--- src/rtl/assert_macros.svh ---
// Assertion macros shared by the six-bit text packer RTL.
// Depends on: modules that use these must have clk_i and rst_ni ports.
`ifndef ASSERT_MACROS_SVH
`define ASSERT_MACROS_SVH

// Checked on every rising edge, masked while reset is asserted
`define STP_ASSERT(lbl, prop, msg) \
  lbl: assert property (@(posedge clk_i) disable iff (!rst_ni) prop) \
    else $error(msg);

// Checked on every rising edge, reset included
`define STP_ASSERT_NR(lbl, prop, msg) \
  lbl: assert property (@(posedge clk_i) prop) \
    else $error(msg);

`endif

--- src/rtl/stp_pkg.sv ---
// Types, constants and the character code table of the six-bit text packer.
// Depends on: nothing.
package stp_pkg;

  // Result queue geometry
  localparam int unsigned ResDepth = 4;
  localparam int unsigned ResAw    = 2;
  localparam int unsigned ResCw    = 3;

  // Special returns of the character lookup
  localparam logic [6:0] CodeDiscard = 7'd64;
  localparam logic [6:0] CodeBad     = 7'd65;

  // Reset value of the length limit
  localparam logic [8:0] MaxOutReset = 9'd256;
  localparam logic [8:0] BytesSat    = 9'd511;

  typedef enum logic [1:0] {
    StOk      = 2'd0,
    StBadChar = 2'd1,
    StTooLong = 2'd2
  } status_e;

  typedef struct packed {
    logic [7:0] out_byte;
    logic       last;
    status_e    status;
  } result_t;

  // Per-string packing state
  typedef struct packed {
    logic [6:0] pend_bits;
    logic [2:0] pend_cnt;
    logic [8:0] bytes_out;
  } str_state_t;

  // Results caused by one request: 0, 1 or 2 of them
  typedef struct packed {
    logic [1:0] num;
    result_t    res0;
    result_t    res1;
  } enc_out_t;

  // Result queue status toward the top level
  typedef struct packed {
    logic not_empty;
    logic room_two;
  } fifo_stat_t;

  // ASCII to 6-bit code; CodeDiscard for carriage return, CodeBad otherwise
  function automatic logic [6:0] char_code(input logic [7:0] c);
    logic [6:0] code;
    code = CodeBad;
    if (c >= 8'h61 && c <= 8'h7A) begin
      code = 7'(c - 8'h61) + 7'd1;
    end else if (c >= 8'h41 && c <= 8'h5A) begin
      code = 7'(c - 8'h41) + 7'd27;
    end else begin
      case (c)
        8'h20:   code = 7'd53;
        8'h21:   code = 7'd54;
        8'h25:   code = 7'd55;
        8'h2C:   code = 7'd56;
        8'h2E:   code = 7'd57;
        8'h3F:   code = 7'd58;
        8'h3A:   code = 7'd59;
        8'h27:   code = 7'd60;
        8'h28:   code = 7'd61;
        8'h29:   code = 7'd62;
        8'h0A:   code = 7'd63;
        8'h0D:   code = CodeDiscard;
        default: code = CodeBad;
      endcase
    end
    return code;
  endfunction

endpackage

--- src/rtl/stp_encoder.sv ---
// Combinational packing step: one request plus current state gives next state
// and up to two result bytes. Depends on: stp_pkg.
module stp_encoder import stp_pkg::*; (
  input  logic       action_i,
  input  logic [7:0] char_in_i,
  input  logic [8:0] max_out_bytes_i,
  input  str_state_t state_i,
  output str_state_t state_o,
  output enc_out_t   res_o
);

  always_comb begin
    logic [6:0] code;
    logic [6:0] acc;
    logic [3:0] nn;
    logic [12:0] sum;
    logic        full0;
    logic [2:0]  n2;
    logic [12:0] rem;
    logic [7:0]  b0;
    logic [7:0]  b1;
    logic [9:0]  nxt0;
    logic [9:0]  nxt1;
    logic [8:0]  cnt1;
    logic [8:0]  cnt2;
    status_e     st0;
    status_e     st1;

    code = char_code(char_in_i);

    // append the new code (terminator 0 at end of string) below the valid bits
    acc   = state_i.pend_bits & ~(7'h7F << state_i.pend_cnt);
    nn    = {1'b0, state_i.pend_cnt} + 4'd6;
    sum   = {acc, (action_i ? 6'd0 : code[5:0])};
    full0 = (nn >= 4'd8);
    n2    = full0 ? 3'(nn - 4'd8) : nn[2:0];

    // first full byte, leftover bits, and leftover padded to a byte
    b0  = 8'(sum >> n2);
    rem = sum & ~(13'h1FFF << n2);
    b1  = 8'(rem << (4'd8 - {1'b0, n2}));

    // length check for the first and second emitted byte, saturating count
    nxt0 = {1'b0, state_i.bytes_out} + 10'd1;
    st0  = (nxt0 > {1'b0, max_out_bytes_i}) ? StTooLong : StOk;
    cnt1 = nxt0[9] ? BytesSat : nxt0[8:0];
    nxt1 = {1'b0, cnt1} + 10'd1;
    st1  = (nxt1 > {1'b0, max_out_bytes_i}) ? StTooLong : StOk;
    cnt2 = nxt1[9] ? BytesSat : nxt1[8:0];

    state_o = state_i;
    res_o   = '0;

    if (!action_i) begin
      if (code == CodeDiscard) begin
        // carriage return: nothing changes
        state_o = state_i;
      end else if (code == CodeBad) begin
        res_o.num  = 2'd1;
        res_o.res0 = '{out_byte: 8'd0, last: 1'b1, status: StBadChar};
        state_o    = '0;
      end else begin
        state_o.pend_bits = rem[6:0];
        state_o.pend_cnt  = n2;
        if (full0) begin
          res_o.num         = 2'd1;
          res_o.res0        = '{out_byte: b0, last: 1'b0, status: st0};
          state_o.bytes_out = cnt1;
        end
      end
    end else begin
      // end of string: flush one or two bytes, then start over
      state_o = '0;
      if (full0 && n2 == 3'd0) begin
        res_o.num  = 2'd1;
        res_o.res0 = '{out_byte: b0, last: 1'b1, status: st0};
      end else if (full0) begin
        res_o.num  = 2'd2;
        res_o.res0 = '{out_byte: b0, last: 1'b0, status: st0};
        res_o.res1 = '{out_byte: b1, last: 1'b1, status: st1};
      end else begin
        res_o.num  = 2'd1;
        res_o.res0 = '{out_byte: b1, last: 1'b1, status: st0};
      end
      // cnt2 only matters within this request; the string restarts
      if (cnt2 == '0) begin
        state_o.bytes_out = '0;
      end
    end
  end

endmodule

--- src/rtl/stp_res_fifo.sv ---
// Small result queue: takes up to two results per cycle, gives one per cycle while popped.
// Depends on: stp_pkg, assert_macros.svh.
`include "assert_macros.svh"

module stp_res_fifo import stp_pkg::*; (
  input  logic       clk_i,
  input  logic       rst_ni,
  input  logic [1:0] push_num_i,
  input  result_t    push0_i,
  input  result_t    push1_i,
  input  logic       pop_i,
  output result_t    head_o,
  output fifo_stat_t stat_o
);

  result_t            mem_q [ResDepth];
  logic [ResAw-1:0]   wr_ptr_q, wr_ptr_d;
  logic [ResAw-1:0]   rd_ptr_q, rd_ptr_d;
  logic [ResCw-1:0]   cnt_q, cnt_d;

  // pointer and fill count update
  always_comb begin
    wr_ptr_d = wr_ptr_q + ResAw'(push_num_i);
    rd_ptr_d = rd_ptr_q + ResAw'(pop_i);
    cnt_d    = cnt_q + ResCw'(push_num_i) - ResCw'(pop_i);
  end

  always_ff @(posedge clk_i or negedge rst_ni) begin
    if (!rst_ni) begin
      wr_ptr_q <= '0;
      rd_ptr_q <= '0;
      cnt_q    <= '0;
    end else begin
      wr_ptr_q <= wr_ptr_d;
      rd_ptr_q <= rd_ptr_d;
      cnt_q    <= cnt_d;
    end
  end

  // storage, two write slots
  always_ff @(posedge clk_i) begin
    if (push_num_i != 2'd0) begin
      mem_q[wr_ptr_q] <= push0_i;
    end
    if (push_num_i == 2'd2) begin
      mem_q[wr_ptr_q + ResAw'(1)] <= push1_i;
    end
  end

  assign head_o           = mem_q[rd_ptr_q];
  assign stat_o.not_empty = (cnt_q != '0);
  assign stat_o.room_two  = (cnt_q <= ResCw'(ResDepth - 2));

  `STP_ASSERT_NR(a_cnt_bound, cnt_q <= ResCw'(ResDepth), "result queue count out of range")
  `STP_ASSERT(a_no_underflow, pop_i |-> cnt_q != '0, "pop from empty result queue")
  `STP_ASSERT(a_no_overflow, (push_num_i != 2'd0) |-> stat_o.room_two,
              "push into result queue without room")
  `STP_ASSERT(a_ptr_sync, (cnt_q == '0) |-> (wr_ptr_q == rd_ptr_q),
              "empty result queue with unequal pointers")

endmodule

--- src/rtl/six_bit_text_packer.sv ---
// Top level of the six-bit text packer: state registers, limit register,
// encoder and result queue. Depends on: stp_pkg, stp_encoder, stp_res_fifo.
//
//   channel | direction | handshake               | payload
//   --------+-----------+-------------------------+------------------------------
//   in      | input     | in_valid_i / in_ready_o | action_i, char_in_i
//   out     | output    | out_valid_o/out_ready_i | out_byte_o, last_o, status_o
//   cfg     | input     | cfg_valid_i/cfg_ready_o | cfg_wdata_i (max_out_bytes)
//
// One request per cycle while in_ready_o is high; its results enter the 4-entry
// result queue at the accepting edge and leave it one per cycle while popped.
// An end-of-string request may push two bytes at once; in_ready_o drops while
// the queue has fewer than two free entries, so a stalled output fills it.
// Reset clears the packing state and the queue and sets the limit to 256.
`include "assert_macros.svh"

module six_bit_text_packer import stp_pkg::*; (
  input  logic       clk_i,
  input  logic       rst_ni,
  input  logic       in_valid_i,
  output logic       in_ready_o,
  input  logic       action_i,
  input  logic [7:0] char_in_i,
  output logic       out_valid_o,
  input  logic       out_ready_i,
  output logic [7:0] out_byte_o,
  output logic       last_o,
  output logic [1:0] status_o,
  input  logic       cfg_valid_i,
  output logic       cfg_ready_o,
  input  logic [8:0] cfg_wdata_i
);

  str_state_t state_q, state_d;
  str_state_t enc_state;
  enc_out_t   enc_res;
  logic [8:0] max_q;
  logic       in_fire;
  fifo_stat_t fstat;
  result_t    head;

  assign cfg_ready_o = 1'b1;
  assign in_fire     = in_valid_i & in_ready_o;
  assign in_ready_o  = fstat.room_two;

  // limit register
  always_ff @(posedge clk_i or negedge rst_ni) begin
    if (!rst_ni) begin
      max_q <= MaxOutReset;
    end else if (cfg_valid_i) begin
      max_q <= cfg_wdata_i;
    end
  end

  stp_encoder u_enc (
    .action_i        (action_i),
    .char_in_i       (char_in_i),
    .max_out_bytes_i (max_q),
    .state_i         (state_q),
    .state_o         (enc_state),
    .res_o           (enc_res)
  );

  // packing state advances only on an accepted request
  assign state_d = in_fire ? enc_state : state_q;

  always_ff @(posedge clk_i or negedge rst_ni) begin
    if (!rst_ni) begin
      state_q <= '0;
    end else begin
      state_q <= state_d;
    end
  end

  stp_res_fifo u_fifo (
    .clk_i      (clk_i),
    .rst_ni     (rst_ni),
    .push_num_i (in_fire ? enc_res.num : 2'd0),
    .push0_i    (enc_res.res0),
    .push1_i    (enc_res.res1),
    .pop_i      (out_valid_o & out_ready_i),
    .head_o     (head),
    .stat_o     (fstat)
  );

  assign out_valid_o = fstat.not_empty;
  assign out_byte_o  = head.out_byte;
  assign last_o      = head.last;
  assign status_o    = head.status;

  `STP_ASSERT(a_end_clears, (in_fire && action_i) |=>
              (state_q.pend_cnt == 3'd0 && state_q.bytes_out == 9'd0),
              "end of string did not clear packing state")
  `STP_ASSERT(a_err_last, (out_valid_o && status_o == StBadChar) |-> last_o,
              "error result without last")
  `STP_ASSERT(a_err_shows, (in_fire && !action_i && char_code(char_in_i) == CodeBad)
              |=> out_valid_o, "error request produced no result")

endmodule

--- config.mk ---
export PLATFORM = sky130hd
export DESIGN_NAME = six_bit_text_packer
export DESIGN_NICKNAME = d
export VERILOG_FILES = /design/src/rtl/stp_pkg.sv /design/src/rtl/stp_encoder.sv /design/src/rtl/stp_res_fifo.sv /design/src/rtl/six_bit_text_packer.sv
export VERILOG_INCLUDE_DIRS = /design/src /design/src/rtl
export SDC_FILE = /design/constraint.sdc
export NUM_CORES = 1
export LEC_CHECK = 0
export BUFFER_PORTS_ARGS = -buffer_cell sky130_fd_sc_hd__buf_2
export CELL_PAD_IN_SITES_DETAIL_PLACEMENT = 1
export CELL_PAD_IN_SITES_GLOBAL_PLACEMENT = 1
export CORE_ASPECT_RATIO = 1.5
export CORE_MARGIN = 1
export CORE_UTILIZATION = 54
export CTS_CLUSTER_DIAMETER = 150
export DETAILED_ROUTE_END_ITERATION = 16
export HOLD_SLACK_MARGIN = 0.15
export PLACE_DENSITY = 0.84
export SLEW_MARGIN = 20
export SYNTH_ARGS = -nofsm -noshare
export SYNTH_HDL_FRONTEND = slang
export SYNTH_HIERARCHICAL = 1
export SYNTH_SLANG_ARGS = --single-unit
--- constraint.sdc ---
create_clock -name clk_i -period 11.3 [get_ports clk_i]
set_input_delay 1.695 -clock clk_i [delete_from_list [all_inputs] [get_ports clk_i]]
set_output_delay 1.695 -clock clk_i [all_outputs]
set_load 0.1 [all_outputs]
==> results.sh <==
export IMPL_clk_pin_slew_worst_paths_ns=0.07
export IMPL_finClkSkew_ns=0.0126
export IMPL_synth_edf_count=44
export IMPL_cts_hold_buf=0
export IMPL_clockBufferDepth=2
export IMPL_pwr_share_seq_pct=26.2
export IMPL_grt_usage_pct=32.3
export IMPL_start_util_pct=56.1
export IMPL_grt_max_degree=36
export IMPL_area_growth_pct=6.83
export IMPL_slew_violations=0
export IMPL_cp_slowest_cell="nor2b_1"
export IMPL_reg2reg_slack_ns=6.55
export IMPL_drtIter0Drc=320
export IMPL_max_slew_margin_rel_pct=24.9
export IMPL_max_stage_delay_ns=0.89
export IMPL_syn_inst=618
export IMPL_ys_ff_latch=79
export IMPL_dpl_hpwl_mm=14.1
export IMPL_ys_types=83
export IMPL_grt_pass1_wl_mm=30.8
export IMPL_die_w_microns=91.6
export IMPL_mostFrequentLayoutCells="mux2_2 (44), edfxtp_1 (44), nor2_1 (38)"
export IMPL_final_setup_viol_count=0
export IMPL_grt_pass1_vias=5647
export IMPL_fin_tns_setup_ns=0
export IMPL_fillers=1258
export IMPL_num_io_pins=37
export IMPL_cts_sinks=79
export IMPL_crit_top_cell="nand3_1"
export IMPL_vias_per_cell=6.70
export IMPL_final_area_sq_um=6950
export IMPL_syn_area_sq_um=6500
export IMPL_yosys_warnings=6
export IMPL_regArea_sq_um=2200
export IMPL_die_area_sq_um=12500
export IMPL_multiInputGateArea_sq_um=3960
export IMPL_fmax_mhz=171
export IMPL_avgSynthCellArea_sq_um=10.5
export IMPL_power_internal_uw=953
export IMPL_p_clk_share_pct=16.1
export IMPL_critPathLaunchType="input port"
export IMPL_rows=48
export IMPL_dpl_cell_area_sq_um=6640
export IMPL_worstHoldPathType="register to register"
export IMPL_power_leakage_uw=0.00280
export IMPL_crit_type="input port to register"
export IMPL_ant_nets=0
export IMPL_antenna_found_initial=0
export IMPL_status="finished clean"
export IMPL_swShare_pct=49.2
export IMPL_period_share_pct=51.6
export IMPL_p_switching_uw=924
export IMPL_critPathRequiredTime_ns=11.26
export IMPL_finalCriticalPeriod_ns=5.84
export IMPL_worst_pin_slew_ns=1.12
export IMPL_synth_async_reset_ratio_pct=44.3
export IMPL_grt_overflow=0
export IMPL_final_hold_viol_count=0
export IMPL_cap_violations=0
export IMPL_post_cts_buffers=0
export IMPL_wl_per_cell_microns=24.6
export IMPL_path_cells="buf_2 > inv_1 > ha_1 > nand3_1 > a2bb2oi_2 > o31a_1 > nand3_1 > nor4b_4 > nand2_2 > a21oi_4 > o21ba_1 > and3_2 > mux2i_1 > nor2b_1"
export IMPL_yosysTopAreaCellShare_pct=20.3
export IMPL_cp_arrival_ns=5.80
export IMPL_rsz0062_at_grt="false"
export IMPL_drc=0
export IMPL_cp_end_kind="register"
export IMPL_nets=691
export IMPL_max_vdd_ir_drop_v=0.000126
export IMPL_routed_wl_mm=19.2
export IMPL_diodes=0
export IMPL_vias=5250
export IMPL_dr_pass1_iters=5
export IMPL_numCtsBuffers=9
export IMPL_cts_root_buffer="clkbuf_16"
export IMPL_synthFlopType="edfxtp_1"
export IMPL_die_h_microns=136
export IMPL_synth_top_area_cell="edfxtp_1"
export IMPL_h_tree_depth=3
export IMPL_synth_seq_area_share_pct=33.8
export IMPL_crit_fanout=11
export IMPL_power_density_nw_per_um2=270
export IMPL_gp_congestion=0.913
export IMPL_insertion_delay_ns=0.35
export IMPL_drive_above_1_share_pct=26.5
export IMPL_ys_top_cells_by_area="edfxtp_1 (20%), dfrtp_1 (13%), mux2_2 (7.6%), ha_1 (7.1%), mux2_4 (6.7%)"
export IMPL_core_area_sq_um=11600
export IMPL_postCtsResizedCells=0
export IMPL_comb_power_share_pct=57.7
export IMPL_io_buffers=35
export IMPL_cts_tree="done"
## per-stage QoR
step | setup WS [ns] | hold slack, ns | utilization, % | cells | total power (uW)
finish | 5.46 | 0.516 | 59.9 | 784 | 1880
global route | 5.22 | 0.536 | 59.9 | 784 | 1970
CTS | 5.48 | 0.522 | 59.9 | 784 | 1870
detailed placement | 5.20 | 0.497 | 57.3 | 768 | 1550
global placement | 5.52 | 0.478 | 57.3 | 768 | 1480
floorplan | 5.67 | 0.461 | - | 624 | 1310
## critical path, delay by kind of cell
family                   cells  cell delay (ns)
AO/OA/AOI/OAI                4             1.08
multiplexers                 1             0.16
AND/OR/NAND/NOR              6             2.31
buffers and inverters        2             0.33
adder cells (fa/ha/maj)      1             0.21
## cells in the mapped netlist (all sizes together), types with 11 or more instances
cell / n
a21oi: 28
buf: 25
clkbuf: 18
dfrtp: 34
edfxtp: 44
ha: 37
inv: 27
mux2: 73
mux4: 11
nand2: 33
nand3: 25
nor2: 40
nor2b: 11
nor3: 17
o21ai: 21
or3: 11
xnor2: 13
## flip-flops by register name, summed over array words and instances (netlist names)
name             cells
u_fifo/cnt_q         3
u_fifo/rd_ptr_q      2
max_q                9
state_q             19
u_fifo/wr_ptr_q      2
u_fifo/mem_q        44
## path summary, 6_finish.rpt
kind | startpoint | end | cells after the start
worst max-delay path | char_in_i[5] | u_fifo/mem_q[3][9] | 14
worst min-delay path | max_q[4] | max_q[4] | 1
worst max register to register | state_q[9] | u_fifo/mem_q[0][3] | 10
worst min register to register | max_q[4] | max_q[4] | 1
max in group asynchronous | rst_ni | max_q[0] | 1
min in group asynchronous | rst_ni | state_q[13] | 1
## layout make-up
cell class	instances	share of cell area, %
flip-flops and latches	79	31.6
clock inverters	6	0.774
multi-input cells	473	57.0
clock buffers	10	3.60
well taps	150	2.70
inverters	29	1.57
repair buffers	37	2.74
## cell families (layout without fill, tap and decap cells)
| group | Yosys count | in the layout | synth area share, % |
|---|---|---|---|
| muxes | 89 | 89 | 18.9 |
| other | 2 | 8 | 0.115 |
| buffers and inverters | 72 | 82 | 5.71 |
| and+or+nand+nor | 188 | 188 | 16.1 |
| adders and majority gates | 39 | 39 | 7.73 |
| AOI/OAI and AO/OA | 132 | 132 | 15.3 |
| xor gates and xnor gates | 17 | 17 | 2.29 |
| DFF | 79 | 79 | 33.8 |
## per-layer routing
| metal | part of all wire, % | global-route usage [%] | wire (microns) | vias up |
|---|---|---|---|---|
| met2 | 55 | 61.1 | 10500 | 170 |
| met1 | 38 | 35.1 | 7300 | 2688 |
| met3 | 3.6 | 5.26 | 698 | 52 |
| li1 | - | - | - | 2340 |
| met4 | 3.7 | 14.2 | 716 | 0 |
| met5 | 0 | 0 | 0 | - |
## power groups by stage
| stage | clock, uW | sequential [uW] | combinational [uW] |
|---|---|---|---|
| 4_1_cts | 306 | 492 | 1070 |
| 2_1_floorplan | 0 | 439 | 870 |
| 6_report | 303 | 491 | 1080 |
| 3_5_place_dp | 0 | 496 | 1050 |
| 5_1_grt | 313 | 502 | 1150 |
| 3_3_place_gp | 0 | 487 | 993 |
No activity file was read; power rests on OpenSTA's default activity.
